## src/design/hjrb_pkg.sv

```systemverilog
// Shared types and constants for the HID joystick report builder.
// No dependencies; every other design file imports this package.
`timescale 1ns / 1ps
`default_nettype none

package hjrb_pkg;

    // Button storage never exceeds 32 bits (four report bytes).
    localparam int HJRB_BTN_STORE_MAX   = 32;
    localparam int HJRB_MAX_BUTTONS_DEF = 32;

    // APB register map, one 32-bit word per register
    localparam int HJRB_ADDR_W = 5;
    localparam logic [2:0] REG_BUTTON_COUNT = 3'd0;
    localparam logic [2:0] REG_AXIS_ENABLE  = 3'd1;
    localparam logic [2:0] REG_AUTO_SEND    = 3'd2;
    localparam logic [2:0] REG_RPT_TAG      = 3'd3;
    localparam logic [2:0] REG_X_RANGE      = 3'd4;
    localparam logic [2:0] REG_Y_RANGE      = 3'd5;
    localparam logic [2:0] REG_Z_RANGE      = 3'd6;
    localparam logic [2:0] REG_RX_RANGE     = 3'd7;

    localparam logic [5:0]  RST_BUTTON_COUNT = 6'd16;
    localparam logic [3:0]  RST_AXIS_ENABLE  = 4'hF;
    localparam logic        RST_AUTO_SEND    = 1'b0;
    localparam logic [7:0]  RST_RPT_TAG      = 8'd3;
    localparam logic [31:0] RST_RANGE        = 32'h7FFF_8001;

    // Opcodes carried in s_tuser
    localparam logic [1:0] OP_BUTTON = 2'd0;
    localparam logic [1:0] OP_AXIS   = 2'd1;
    localparam logic [1:0] OP_SEND   = 2'd2;

    // Axis output scaling: -32767 .. 32767
    localparam logic [15:0] AXIS_OUT_MIN  = 16'h8001;
    localparam logic [15:0] AXIS_OUT_OFS  = 16'd32767;
    localparam logic [15:0] AXIS_OUT_SPAN = 16'd65534;

    typedef struct packed {
        logic [5:0]       button_count;
        logic [3:0]       axis_enable;
        logic             auto_send;
        logic [7:0]       rpt_tag;
        logic [3:0][31:0] axis_range;
    } cfg_t;

    typedef struct packed {
        logic update;     // apply accepted input beat to state
        logic start;      // clear report counters
        logic emit_btn;   // load next button byte into output register
        logic load_axis;  // clamp current axis, latch offset and span
        logic next_axis;  // advance axis counter
        logic mul;        // form dividend, reset divider
        logic div_step;   // one restoring divide step
        logic emit_lo;    // load low byte of scaled axis
        logic emit_hi;    // load high byte of scaled axis
    } ctrl_cmd_t;

    typedef struct packed {
        logic in_valid;
        logic report_go;  // accepted beat asks for a non-empty report
        logic btn_left;
        logic axis_done;
        logic axis_en;
        logic div_last;
        logic out_free;
    } ctrl_stat_t;

endpackage

`default_nettype wire

```

## src/design/hjrb_regs.sv

```systemverilog
// APB configuration registers of the report builder.
// Depends on hjrb_pkg for the register map and reset values.
`timescale 1ns / 1ps
`default_nettype none

module hjrb_regs
    import hjrb_pkg::*;
(
    input  wire logic                   aclk,
    input  wire logic                   aresetn,
    input  wire logic                   psel,
    input  wire logic                   penable,
    input  wire logic                   pwrite,
    input  wire logic [HJRB_ADDR_W-1:0] paddr,
    input  wire logic [31:0]            pwdata,
    output logic      [31:0]            prdata,
    output cfg_t                        cfg
);

    cfg_t        cfg_reg;
    logic [2:0]  reg_sel;
    logic        wr_en;

    assign reg_sel = paddr[HJRB_ADDR_W-1:2];
    assign wr_en   = psel & penable & pwrite;
    assign cfg     = cfg_reg;

    always_ff @(posedge aclk) begin
        if (!aresetn) begin
            cfg_reg.button_count <= RST_BUTTON_COUNT;
            cfg_reg.axis_enable  <= RST_AXIS_ENABLE;
            cfg_reg.auto_send    <= RST_AUTO_SEND;
            cfg_reg.rpt_tag      <= RST_RPT_TAG;
            cfg_reg.axis_range   <= {4{RST_RANGE}};
        end else if (wr_en) begin
            unique case (reg_sel)
                REG_BUTTON_COUNT: cfg_reg.button_count  <= pwdata[5:0];
                REG_AXIS_ENABLE:  cfg_reg.axis_enable   <= pwdata[3:0];
                REG_AUTO_SEND:    cfg_reg.auto_send     <= pwdata[0];
                REG_RPT_TAG:      cfg_reg.rpt_tag       <= pwdata[7:0];
                REG_X_RANGE:      cfg_reg.axis_range[0] <= pwdata;
                REG_Y_RANGE:      cfg_reg.axis_range[1] <= pwdata;
                REG_Z_RANGE:      cfg_reg.axis_range[2] <= pwdata;
                REG_RX_RANGE:     cfg_reg.axis_range[3] <= pwdata;
            endcase
        end
    end

    always_comb begin
        unique case (reg_sel)
            REG_BUTTON_COUNT: prdata = {26'd0, cfg_reg.button_count};
            REG_AXIS_ENABLE:  prdata = {28'd0, cfg_reg.axis_enable};
            REG_AUTO_SEND:    prdata = {31'd0, cfg_reg.auto_send};
            REG_RPT_TAG:      prdata = {24'd0, cfg_reg.rpt_tag};
            REG_X_RANGE:      prdata = cfg_reg.axis_range[0];
            REG_Y_RANGE:      prdata = cfg_reg.axis_range[1];
            REG_Z_RANGE:      prdata = cfg_reg.axis_range[2];
            REG_RX_RANGE:     prdata = cfg_reg.axis_range[3];
        endcase
    end

endmodule

`default_nettype wire

```

## src/design/hjrb_ctrl.sv

```systemverilog
// Sequencer of the report builder: walks button bytes, then each enabled
// axis through clamp, multiply, divide and two byte beats. Uses hjrb_pkg.
`timescale 1ns / 1ps
`default_nettype none

module hjrb_ctrl
    import hjrb_pkg::*;
(
    input  wire logic       aclk,
    input  wire logic       aresetn,
    input  wire ctrl_stat_t stat,
    output ctrl_cmd_t       cmd,
    output logic            s_ready
);

    localparam logic [2:0] ST_IDLE = 3'd0;
    localparam logic [2:0] ST_BTN  = 3'd1;
    localparam logic [2:0] ST_AXIS = 3'd2;
    localparam logic [2:0] ST_MUL  = 3'd3;
    localparam logic [2:0] ST_DIV  = 3'd4;
    localparam logic [2:0] ST_LO   = 3'd5;
    localparam logic [2:0] ST_HI   = 3'd6;

    logic [2:0] state_reg, state_next;

    assign s_ready = (state_reg == ST_IDLE);

    always_ff @(posedge aclk) begin
        if (!aresetn) begin
            state_reg <= ST_IDLE;
        end else begin
            state_reg <= state_next;
        end
    end

    always_comb begin
        cmd        = '0;
        state_next = state_reg;
        unique case (state_reg)
            ST_IDLE: begin
                if (stat.in_valid) begin
                    cmd.update = 1'b1;
                    if (stat.report_go) begin
                        cmd.start  = 1'b1;
                        state_next = ST_BTN;
                    end
                end
            end
            ST_BTN: begin
                if (!stat.btn_left) begin
                    state_next = ST_AXIS;
                end else if (stat.out_free) begin
                    cmd.emit_btn = 1'b1;
                end
            end
            ST_AXIS: begin
                if (stat.axis_done) begin
                    state_next = ST_IDLE;
                end else if (stat.axis_en) begin
                    cmd.load_axis = 1'b1;
                    state_next    = ST_MUL;
                end else begin
                    cmd.next_axis = 1'b1;
                end
            end
            ST_MUL: begin
                cmd.mul    = 1'b1;
                state_next = ST_DIV;
            end
            ST_DIV: begin
                cmd.div_step = 1'b1;
                if (stat.div_last) begin
                    state_next = ST_LO;
                end
            end
            ST_LO: begin
                if (stat.out_free) begin
                    cmd.emit_lo = 1'b1;
                    state_next  = ST_HI;
                end
            end
            ST_HI: begin
                if (stat.out_free) begin
                    cmd.emit_hi   = 1'b1;
                    cmd.next_axis = 1'b1;
                    state_next    = ST_AXIS;
                end
            end
            default: begin
                state_next = ST_IDLE;
            end
        endcase
    end

endmodule

`default_nettype wire

```

## src/design/hjrb_dp.sv

```systemverilog
// Datapath of the report builder: button and axis state, axis clamp and
// scale (one multiply, bit-serial divide), output register. Uses hjrb_pkg.
`timescale 1ns / 1ps
`default_nettype none

module hjrb_dp
    import hjrb_pkg::*;
#(
    parameter int MAX_BUTTONS = HJRB_MAX_BUTTONS_DEF
) (
    input  wire logic        aclk,
    input  wire logic        aresetn,
    input  wire cfg_t        cfg,
    input  wire ctrl_cmd_t   cmd,
    output ctrl_stat_t       stat,
    input  wire logic        s_valid,
    input  wire logic [1:0]  in_opcode,
    input  wire logic [4:0]  in_button_index,
    input  wire logic        in_button_level,
    input  wire logic [1:0]  in_axis_select,
    input  wire logic [15:0] in_axis_sample,
    output logic             m_valid,
    input  wire logic        m_ready,
    output logic [7:0]       out_report_byte,
    output logic [3:0]       out_byte_position,
    output logic [7:0]       out_report_tag,
    output logic             out_last_byte
);

    localparam int BtnW = (MAX_BUTTONS < HJRB_BTN_STORE_MAX) ? MAX_BUTTONS
                                                             : HJRB_BTN_STORE_MAX;

    // State
    logic [BtnW-1:0]         button_bits_reg;
    logic [3:0][15:0]        axis_values_reg;

    // Report counters
    logic [3:0]              pos_reg;
    logic [2:0]              btn_cnt_reg;
    logic [2:0]              axis_cnt_reg;

    // Scaling
    logic [15:0]             off_reg;
    logic [15:0]             den_reg;
    logic [15:0]             rem_reg;
    logic [31:0]             quo_reg;
    logic [4:0]              div_cnt_reg;

    // Output register
    logic                    m_valid_reg;
    logic [7:0]              byte_reg;
    logic [3:0]              bpos_reg;
    logic                    last_reg;

    logic [5:0]              n_use;
    logic [2:0]              n_bytes;
    logic [3:0]              rep_len;
    logic [31:0]             btn_vis;
    logic                    idx_ok;
    logic                    want;
    logic                    out_free;
    logic                    emit;
    logic [7:0]              emit_byte;
    logic                    emit_last;

    logic signed [15:0]      r_lo, r_hi, r_min, r_max, v_raw, v_clamp;
    logic                    swap;
    logic [16:0]             off_wide, den_wide;
    logic [16:0]             rem_shift;
    logic                    rem_ge;
    logic [15:0]             scaled;

    assign n_use   = (cfg.button_count > 6'(BtnW)) ? 6'(BtnW) : cfg.button_count;
    assign n_bytes = 3'((n_use + 6'd7) >> 3);
    assign rep_len = 4'(n_bytes)
                   + {2'd0, cfg.axis_enable[0], 1'b0} + {2'd0, cfg.axis_enable[1], 1'b0}
                   + {2'd0, cfg.axis_enable[2], 1'b0} + {2'd0, cfg.axis_enable[3], 1'b0};

    always_comb begin
        btn_vis = '0;
        for (int i = 0; i < BtnW; i++) begin
            btn_vis[i] = button_bits_reg[i] & (6'(i) < n_use);
        end
    end

    assign idx_ok = ({1'b0, in_button_index} < n_use);

    always_comb begin
        unique case (in_opcode)
            OP_BUTTON: want = idx_ok & cfg.auto_send;
            OP_AXIS:   want = cfg.auto_send;
            OP_SEND:   want = 1'b1;
            default:   want = 1'b0;
        endcase
    end

    // Axis clamp; a reversed range inverts the value
    assign r_lo    = $signed(cfg.axis_range[axis_cnt_reg[1:0]][15:0]);
    assign r_hi    = $signed(cfg.axis_range[axis_cnt_reg[1:0]][31:16]);
    assign swap    = (r_lo > r_hi);
    assign r_min   = swap ? r_hi : r_lo;
    assign r_max   = swap ? r_lo : r_hi;
    assign v_raw   = $signed(axis_values_reg[axis_cnt_reg[1:0]]);
    assign v_clamp = (v_raw < r_min) ? r_min : ((v_raw > r_max) ? r_max : v_raw);
    assign off_wide = swap ? ({r_max[15], r_max} - {v_clamp[15], v_clamp})
                           : ({v_clamp[15], v_clamp} - {r_min[15], r_min});
    assign den_wide = {r_max[15], r_max} - {r_min[15], r_min};

    // Restoring divide step
    assign rem_shift = {rem_reg, quo_reg[31]};
    assign rem_ge    = (rem_shift >= {1'b0, den_reg});

    assign scaled = (den_reg == 16'd0) ? AXIS_OUT_MIN : (quo_reg[15:0] - AXIS_OUT_OFS);

    assign out_free = !m_valid_reg | m_ready;
    assign emit     = cmd.emit_btn | cmd.emit_lo | cmd.emit_hi;

    always_comb begin
        if (cmd.emit_btn) begin
            emit_byte = btn_vis[{btn_cnt_reg[1:0], 3'b000} +: 8];
        end else if (cmd.emit_lo) begin
            emit_byte = scaled[7:0];
        end else begin
            emit_byte = scaled[15:8];
        end
    end
    assign emit_last = (pos_reg + 4'd1 == rep_len);

    always_ff @(posedge aclk) begin
        if (!aresetn) begin
            button_bits_reg <= '0;
            axis_values_reg <= '0;
        end else if (cmd.update) begin
            if (in_opcode == OP_BUTTON && idx_ok) begin
                for (int i = 0; i < BtnW; i++) begin
                    if (in_button_index == 5'(i)) begin
                        button_bits_reg[i] <= in_button_level;
                    end
                end
            end
            if (in_opcode == OP_AXIS) begin
                axis_values_reg[in_axis_select] <= in_axis_sample;
            end
        end
    end

    always_ff @(posedge aclk) begin
        if (!aresetn) begin
            pos_reg      <= '0;
            btn_cnt_reg  <= '0;
            axis_cnt_reg <= '0;
            div_cnt_reg  <= '0;
        end else begin
            if (cmd.start) begin
                pos_reg      <= '0;
                btn_cnt_reg  <= '0;
                axis_cnt_reg <= '0;
            end
            if (emit) begin
                pos_reg <= pos_reg + 4'd1;
            end
            if (cmd.emit_btn) begin
                btn_cnt_reg <= btn_cnt_reg + 3'd1;
            end
            if (cmd.next_axis) begin
                axis_cnt_reg <= axis_cnt_reg + 3'd1;
            end
            if (cmd.mul) begin
                div_cnt_reg <= '0;
            end else if (cmd.div_step) begin
                div_cnt_reg <= div_cnt_reg + 5'd1;
            end
        end
    end

    always_ff @(posedge aclk) begin
        if (cmd.load_axis) begin
            off_reg <= off_wide[15:0];
            den_reg <= den_wide[15:0];
        end
        if (cmd.mul) begin
            quo_reg <= off_reg * AXIS_OUT_SPAN;
            rem_reg <= '0;
        end else if (cmd.div_step) begin
            rem_reg <= rem_ge ? 16'(rem_shift - {1'b0, den_reg}) : rem_shift[15:0];
            quo_reg <= {quo_reg[30:0], rem_ge};
        end
    end

    always_ff @(posedge aclk) begin
        if (!aresetn) begin
            m_valid_reg <= 1'b0;
        end else if (emit) begin
            m_valid_reg <= 1'b1;
        end else if (m_ready) begin
            m_valid_reg <= 1'b0;
        end
    end

    always_ff @(posedge aclk) begin
        if (emit) begin
            byte_reg <= emit_byte;
            bpos_reg <= pos_reg;
            last_reg <= emit_last;
        end
    end

    assign stat.in_valid  = s_valid;
    assign stat.report_go = want & (rep_len != 4'd0);
    assign stat.btn_left  = (btn_cnt_reg < n_bytes);
    assign stat.axis_done = axis_cnt_reg[2];
    assign stat.axis_en   = cfg.axis_enable[axis_cnt_reg[1:0]];
    assign stat.div_last  = (div_cnt_reg == 5'd31);
    assign stat.out_free  = out_free;

    assign m_valid           = m_valid_reg;
    assign out_report_byte   = byte_reg;
    assign out_byte_position = bpos_reg;
    assign out_report_tag    = cfg.rpt_tag;
    assign out_last_byte     = last_reg;

endmodule

`default_nettype wire

```

## src/design/hid_joystick_report_builder_top.sv

```systemverilog
// Top level of the HID joystick report builder.
// Instantiates hjrb_regs, hjrb_ctrl and hjrb_dp; types from hjrb_pkg.
`timescale 1ns / 1ps
`default_nettype none

// The block keeps button bits and four signed axis values and, on a send
// beat or (with auto_send) after any accepted update, streams the HID input
// report out one byte per beat: the button bytes first, then two bytes per
// enabled axis in X, Y, Z, Rx order, low byte first. Each axis is clamped to
// its range, inverted when the range is given reversed and scaled onto
// -32767..32767 by truncating division; an empty range sends -32767.
// Rate: one input beat is taken at a time; s_tready is high only while the
// sequencer is idle. A report walks the button bytes, then each axis: a
// disabled axis is skipped, an enabled one goes through clamp, multiply,
// 32-step bit-serial divide and two byte beats, then the sequencer goes
// back to idle. Backpressure on m_tready only stretches a report.
// The last byte of a report waits in the output register while the next
// input beat is already accepted. report_tag follows the tag register live;
// the tag register is to be written only while idle, which the block itself
// does not enforce. No reset sweep is needed.
module hid_joystick_report_builder_top
    import hjrb_pkg::*;
#(
    parameter int MAX_BUTTONS = HJRB_MAX_BUTTONS_DEF
) (
    input  wire logic                   aclk,
    input  wire logic                   aresetn,
    // APB configuration port
    input  wire logic                   psel,
    input  wire logic                   penable,
    input  wire logic                   pwrite,
    input  wire logic [HJRB_ADDR_W-1:0] paddr,
    input  wire logic [31:0]            pwdata,
    output logic      [31:0]            prdata,
    output logic                        pready,
    // Input stream
    input  wire logic                   s_tvalid,
    output logic                        s_tready,
    // [4:0] button_index, [5] button_level, [7:6] axis_select,
    // [23:8] axis_sample
    input  wire logic [23:0]            s_tdata,
    // [1:0] opcode
    input  wire logic [1:0]             s_tuser,
    // Report byte stream
    output logic                        m_tvalid,
    input  wire logic                   m_tready,
    // [7:0] report_byte, [11:8] byte_position, [19:12] report_tag,
    // [23:20] zero
    output logic [23:0]                 m_tdata,
    output logic                        m_tlast
);

    cfg_t       cfg;
    ctrl_cmd_t  cmd;
    ctrl_stat_t stat;
    logic       s_ready;
    logic [7:0] rep_byte;
    logic [3:0] rep_pos;
    logic [7:0] rep_tag;

    assign pready = 1'b1;

    hjrb_regs u_regs (
        .aclk    (aclk),
        .aresetn (aresetn),
        .psel    (psel),
        .penable (penable),
        .pwrite  (pwrite),
        .paddr   (paddr),
        .pwdata  (pwdata),
        .prdata  (prdata),
        .cfg     (cfg)
    );

    hjrb_ctrl u_ctrl (
        .aclk    (aclk),
        .aresetn (aresetn),
        .stat    (stat),
        .cmd     (cmd),
        .s_ready (s_ready)
    );

    // Input beat fields go straight to the datapath; only the update cycle
    // (IDLE with s_tvalid) consumes them.
    hjrb_dp #(
        .MAX_BUTTONS (MAX_BUTTONS)
    ) u_dp (
        .aclk              (aclk),
        .aresetn           (aresetn),
        .cfg               (cfg),
        .cmd               (cmd),
        .stat              (stat),
        .s_valid           (s_tvalid),
        .in_opcode         (s_tuser),
        .in_button_index   (s_tdata[4:0]),
        .in_button_level   (s_tdata[5]),
        .in_axis_select    (s_tdata[7:6]),
        .in_axis_sample    (s_tdata[23:8]),
        .m_valid           (m_tvalid),
        .m_ready           (m_tready),
        .out_report_byte   (rep_byte),
        .out_byte_position (rep_pos),
        .out_report_tag    (rep_tag),
        .out_last_byte     (m_tlast)
    );

    assign s_tready = s_ready;
    assign m_tdata  = {4'd0, rep_tag, rep_pos, rep_byte};

endmodule

`default_nettype wire

```

## config.mk

```make
export PLATFORM = sky130hd
export DESIGN_NAME = hid_joystick_report_builder_top
export DESIGN_NICKNAME = d
export VERILOG_FILES = /design/src/design/hjrb_pkg.sv /design/src/design/hjrb_regs.sv /design/src/design/hjrb_ctrl.sv /design/src/design/hjrb_dp.sv /design/src/design/hid_joystick_report_builder_top.sv
export SDC_FILE = /design/constraint.sdc
export NUM_CORES = 1
export LEC_CHECK = 0
export BUFFER_PORTS_ARGS = -buffer_cell sky130_fd_sc_hd__buf_4
export CORE_MARGIN = 5
export CORE_UTILIZATION = 24
export CTS_CLUSTER_SIZE = 16
export DETAILED_ROUTE_END_ITERATION = 10
export GPL_TIMING_DRIVEN = 0
export SYNTH_ARGS = -nofsm -noshare
export SYNTH_HDL_FRONTEND = slang
export SYNTH_SLANG_ARGS = --single-unit
```

## constraint.sdc

```tcl
create_clock -name aclk -period 24.5 [get_ports aclk]
set_input_delay 0 -clock aclk [delete_from_list [all_inputs] [get_ports aclk]]
set_output_delay 0 -clock aclk [all_outputs]
set_load 0.01 [all_outputs]
```

==> results of run 1 <==
per-layer routing:
layer  share of wire, %  wire, µm  global-route usage, %
met5                  0         0                      0
met4                4.4      3794                  5.957
met3                5.4      4643                  1.716
met2                 46     39600                  23.41
met1                 44     37860                  18.94
stage by stage:
stage	utilization (%)	hold slack, ps	total power, mW	setup slack (ps)	std cells
final	28.72	-36.06	4.760	11530	4780
after global routing	28.72	16.55	5.256	10800	4780
after CTS	28.72	21.75	4.782	11700	4779
after detailed placement	26.72	249.3	4.045	11770	4636
after floorplan	-	124.0	3.350	14680	3042
after global placement	26.72	243.6	4.042	11860	4636
worst max-delay path, delay by kind of cell, from the launching register on:
family / cells / cell delay [ps]
mux: 2 / 880
fa+ha+maj: 4 / 1310
xor+xnor: 1 / 190
simple gates: 6 / 1430
compound gates: 19 / 3800
flops: 1 / 350
buf+inv: 12 / 4630
cell usage after synthesis, drive strengths merged (50+ instances only):
master    n
a21oi   135
nor2    126
nor2b    52
fa      116
a21boi  147
clkbuf  137
nand3   125
mux4     50
ha      197
mux2i    77
dfxtp   279
edfxtp   76
nand2   576
xnor2    57
inv     214
o21ai   170
timing repair:
item	4_1_cts	5_1_grt
gates resized for setup	0	0
hold endpoints to repair	244	0
hold buffers	62	0
kinds of logic after synthesis:
family / count (synthesis) / share of synthesized area, %
adders and majority gates: 313 / 18.12
xor gates and xnor gates: 106 / 3.514
DFF: 355 / 29.78
other: 2 / 0.02843
and+or+nand+nor: 1035 / 17.28
muxes: 137 / 7.620
buffers and inverters: 387 / 5.754
AOI/OAI and AO/OA: 704 / 17.91
cell type report:
class,count,area share [%]
antenna,1,0.007981
multi-input combinational,2300,54.38
inverter,216,2.586
timing repair buffer,180,4.805
sequential,355,25.09
buffer,171,2.263
clock buffer,55,3.871
tap,1476,5.890
clock inverter,26,1.109
cells in the final DEF, fill, tap and decap left out, types with 49 or more instances in the layout:
master           n
nor2b_1         52
mux2i_1         77
fa_1           116
mux4_2          50
buf_4          131
dfxtp_1        279
clkbuf_1       141
edfxtp_1        76
nor2_1         126
a21oi_1        135
dlygate4sd3_1   62
nand2_1        574
a21boi_0       145
nand3_1        125
inv_1          214
ha_1           197
o21ai_0        165
xor2_1          49
xnor2_1         57
worst max-delay path by stage:
stage	start	endpoint	slack [ps]	cells after the start
3_3_place_gp	u_dp.axis_cnt_reg[1]$_SDFFE_PN0P_	u_dp.off_reg[14]$_DFFE_PP_	11860	44
5_1_grt	u_dp.axis_cnt_reg[1]$_SDFFE_PN0P_	u_dp.off_reg[14]$_DFFE_PP_	10800	44
4_1_cts	u_dp.axis_cnt_reg[1]$_SDFFE_PN0P_	u_dp.off_reg[14]$_DFFE_PP_	11700	44
2_1_floorplan	u_dp.axis_cnt_reg[0]$_SDFFE_PN0P_	u_dp.off_reg[14]$_DFFE_PP_	14680	44
3_5_place_dp	u_dp.axis_cnt_reg[1]$_SDFFE_PN0P_	u_dp.off_reg[14]$_DFFE_PP_	11770	44
6_report	u_dp.axis_cnt_reg[1]$_SDFFE_PN0P_	u_dp.off_reg[14]$_DFFE_PP_	11530	44
power by group:
| part | leakage [nW] | internal (mW) | switching (mW) |
|---|---|---|---|
| clock network | 0.751 | 0.410 | 0.289 |
| registers | 2.95 | 0.642 | 0.0289 |
| logic | 9.02 | 1.51 | 1.88 |
==> metrics.md, run 1 <==
| Metric | Value |
|---|---|
| P per Cell Area | 151.8 mW/mm² |
| Crit path time final | 12,970 ps |
| Final hold vios | 2 |
| Antenna violations before repair | 2 |
| Hold Startpoint | pwrite |
| Most Frequent Cell on Critical Path | a21o_1 |
| Die W | 341.8 µm |
| Cells after Synth | approximately 3,000 |
| CP peak stage delay | 880 ps |
| Hold path endpoint | u_regs.cfg[128]$_SDFFE_PN1P_ |
| PortBufs | approximately 120 |
| Placed Area | just under 0.03 mm² |
| Root buf cell | clkbuf_16 |
| Max FFs per register | between 100 and 150 |
| DRT Pass-1 Iters | 6 |
| CP Launch Type | register |
| FF+latch area | 0.007868 mm² |
| Routed len/inst | between 15 and 20 µm |
| Number of synthesized flops with an enable pin | 76 |
| Finished Cell Area | 0.03135 mm² |
| Initial Utilization | 24.20% |
| FMAX | a little under 80 MHz |
| Routed WL | approximately 86,000 µm |
| Worst-margin pin slew | 1435 ps |
| Synth Cell Area | between 0.02 and 0.03 mm² |
| Main synth FF type | dfxtp_1 |
| Unrepaired setup endpoints after global routing | false |
| Setup TNS | 0 ps |
| Die Y | 341.8 µm |
| GRT Overall Usage | between 10% and 20% |
| Final worst path period share | about 53% |
| Number of global-route vias before repair | roughly 22,000 |
| CTS tree | done |
| Netlist cell types | around 80 |
| Yosys warns | 0 |
| Setup-failing EPs final | 0 |
| Async set-reset flop share out of synthesis | 0% |
| DR vias | 22,960 |
| Count of pins over their slew limit | 0 |
| Remaining Overflow, GRT | 0 |
| Setup Skew | a little over 60 ps |
| Synth area leaders | dfxtp_1, ha_1, fa_1 |
| Fillers | between 10,000 and 15,000 |
| Rel. slew slack | under 10% |
| Peak VDD IR | 253.0 µV |
| Rows | around 120 |
| Yosys reg bits | 355 |
| Gpl congestion | 0.9692 |
| Core ar. | around 0.11 mm² |
| Maximum root-to-sink buffer count | 3 |
| Status | finished, violations left |
| Multi-input gate area | 0.01705 mm² |
| Number of CTS-inserted buffers | 44 |
| First-pass GRT wire length | 132,100 µm |
| CP Capture Type | register |
| Synth-to-layout area growth | 18.68% |
| Largest net degree at the start of global routing | 33 |
| R2R Setup Slk | 11,530 ps |
| IO Pins | 130 |
| Postcts setup bufs | 0 |
| Yosys top cell area share | 21.14% |
| Worst R2R Start | u_dp.axis_cnt_reg[1]$_SDFFE_PN0P_ |
| Crit-path max FO | 10 |
| Critical path data arrival time | 13,260 ps |
| Nets | 3,651 |
| Hold Path Depth | 5 |
| Leak | 12.72 nW |
| Post-synthesis sequential area ratio | 29.78% |
| Violation count after the first detailed-route iteration | 1,755 |
| Area leader, netlist | dfxtp_1 |
| Worst Hold Margin | -36.06 ps |
| CP max-delay cell | buf_1 |
| Failing checks | hold timing |
| Clock-pin slew on the worst setup and hold paths | around 60 ps |
| Antenna Violating Nets Remaining | 0 |
| Max-cap violations | 0 |
| DRC errors left | 0 |
| Reg2Reg Depth | 44 |
| Skew-Pair Late Insertion Delay | roughly 630 ps |
| Routed vias/inst | 4.802 |
| DP HPWL | 67,160 µm |
| Critical path class | reg -> reg |
| Die area | 0.1168 mm² |
| Syn Area/Cell | ~8.7 µm² |
| HP Class | in -> reg |
| CTS Sinks | approximately 360 |
| Reg2Reg Capture Point | u_dp.off_reg[14]$_DFFE_PP_ |
| H-tree levels | 2 |
| Layout cell share with drive strength beyond 1 | 9.022% |
| Required time of the critical path | ~25,000 ps |
(Power assumes the default switching activity.)
==> inputs of run 2 (changes only) <==
clock period = 13.61 ns   (was 24.5 ns; I/O delays follow)
==> metrics.md, run 2 (same netlist as run 1, synthesis figures left out) <==
| Metric | Value |
|---|---|
| Violation count after the first detailed-route iteration | about 1,700 |
| Die area | 0.1168 mm² |
| Most frequent cells in the layout | nand2_1, dfxtp_1, inv_1 |
| Power Total | 8.563 mW |
| Clock-pin slew on the worst setup and hold paths | 60 ps |
| CTS Sinks | around 360 |
| Worst-margin pin slew | 1379 ps |
| Peak VDD IR | 455.6 µV |
| Synth-to-layout area growth | 18.66% |
| Root buf cell | clkbuf_16 |
| Routed WL | between 80,000 and 90,000 µm |
| Routed len/inst | roughly 18 µm |
| Antenna Violating Nets Remaining | 0 |
| DR vias | 22,840 |
| CP max-delay cell | buf_1 |
| Skew-Pair Late Insertion Delay | 630 ps |
| Crit path time final | 12,710 ps |
| Count of pins over their slew limit | 0 |
| Antenna violations before repair | 2 |
| Worst R2R Start | u_dp.axis_cnt_reg[0]$_SDFFE_PN0P_ |
| Largest net degree at the start of global routing | 33 |
| Final worst path period share | between 90 and 100% |
| Die W | 341.8 µm |
| HP Class | in -> reg |
| Crit-path max FO | 10 |
| First-pass GRT wire length | 132,100 µm |
| Die Y | between 300 and 400 µm |
| Core ar. | 0.1092 mm² |
| FMAX | about 79 MHz |
| Setup-failing EPs final | 0 |
| Number of CTS-inserted buffers | 44 |
| Worst Hold Margin | -36.29 ps |
| DRT Pass-1 Iters | 5 |
| H-tree levels | 2 |
| Hold path endpoint | u_regs.cfg[128]$_SDFFE_PN1P_ |
| Number of global-route vias before repair | 22,280 |
| Reg2Reg Capture Point | u_dp.off_reg[14]$_DFFE_PP_ |
| Rel. slew slack | around 7.4% |
| IO Pins | between 100 and 150 |
| Final hold vios | 2 |
| Maximum root-to-sink buffer count | 3 |
| Leak | between 10 and 15 nW |
| Unrepaired setup endpoints after global routing | false |
| CP peak stage delay | between 800 and 900 ps |
| Critical path class | reg -> reg |
| PortBufs | 118 |
| Layout cell share with drive strength beyond 1 | around 9% |
| R2R Setup Slk | 900 ps |
| Gpl congestion | a little under 1 |
| DP HPWL | ~67,000 µm |
| Initial Utilization | between 20 and 25% |
| Remaining Overflow, GRT | 0 |
| CP Launch Type | register |
| Critical path data arrival time | 13,000 ps |
| Most common cell after layout, fill and taps aside | nand2_1 |
| CTS tree | done |
| GRT Overall Usage | 14.23% |
| Routed vias/inst | around 4.8 |
| Hold Path Depth | 5 |
| Reg2Reg Depth | 44 |
| Failing checks | hold timing |
| Max FFs per register | 147 |
| Nets | around 3,700 |
| P per Cell Area | 273.1 mW/mm² |
| Status | finished, violations left |
| Setup TNS | 0 ps |
| DRC errors left | 0 |
| Required time of the critical path | approximately 14,000 ps |
| Max-cap violations | 0 |
| Most Frequent Cell on Critical Path | a21o_1 |
| Critical path origin | u_dp.axis_cnt_reg[0]$_SDFFE_PN0P_ |
| CP Capture Type | register |
| Rows | 121 |
| Postcts setup bufs | 0 |
| Setup Skew | 63.74 ps |
| Hold Startpoint | pwrite |
-- run 2: cell count changes in the layout (fill, tap and decap cells not counted), sizes merged --
cell / change
buf: -1
-- run 2: final cells by class --
cell class,count,area (µm²)
antenna,1,2.502
clock inverter,26,347.8
sequential,355,7868
tap,1476,1847
clock buffer,55,1214
inverter,216,810.8
timing repair buffer,180,1506
multi-input combinational,2300,17050
buffer,170,705.7
fill,11640,77810
-- run 2: where the power goes --
| part | internal [mW] | switching [mW] | total (mW) |
|---|---|---|---|
| clock | 0.739 | 0.520 | 1.26 |
| combinational | 2.72 | 3.37 | 6.10 |
| sequential | 1.16 | 0.0521 | 1.21 |
-- run 2: metrics by stage --
| step | cell area, µm² | setup WS (ps) | std cells | hold WS, ps | utilization, % |
|---|---|---|---|---|---|
| detailed placement | 29160 | 881.6 | 4636 | 249.3 | 26.72 |
| CTS | 31350 | 806.0 | 4779 | 21.75 | 28.72 |
| floorplan | 26430 | 3791 | 3042 | 124.0 | - |
| global placement | 29160 | 974.3 | 4636 | 243.6 | 26.72 |
| global route | 31350 | 125.6 | 4779 | 16.55 | 28.72 |
| finish | 31350 | 898.4 | 4779 | -36.29 | 28.72 |
-- run 2: worst max path at each step --
stage,end,cells past startpoint
5_1_grt,u_dp.off_reg[14]$_DFFE_PP_,44
3_3_place_gp,u_dp.off_reg[14]$_DFFE_PP_,44
4_1_cts,u_dp.off_reg[14]$_DFFE_PP_,44
6_report,u_dp.off_reg[14]$_DFFE_PP_,44
2_1_floorplan,u_dp.off_reg[14]$_DFFE_PP_,44
3_5_place_dp,u_dp.off_reg[14]$_DFFE_PP_,44
-- run 2: timing repair --
item,4_1_cts,5_1_grt
gates resized for setup,0,0
hold buffers,62,0
endpoints found under the setup margin,0,2
hold endpoints to repair,244,0
-- run 2: critical path: cells and delay by family (launching register included) --
family / cells / cell delay, ps
xor gates and xnor gates: 1 / 190
and+or+nand+nor: 6 / 1440
adders and majority gates: 4 / 1310
AOI/OAI and AO/OA: 19 / 3780
muxes: 2 / 1040
DFF: 1 / 330
buffers and inverters: 12 / 4240
-- run 2: routing by layer --
metal	vias up	global-route usage, %	routed length [µm]
li1	11030	-	-
met1	10980	18.94	37880
met2	695	23.41	39540
met3	136	1.716	4392
met4	0	5.957	3602
met5	-	0	0
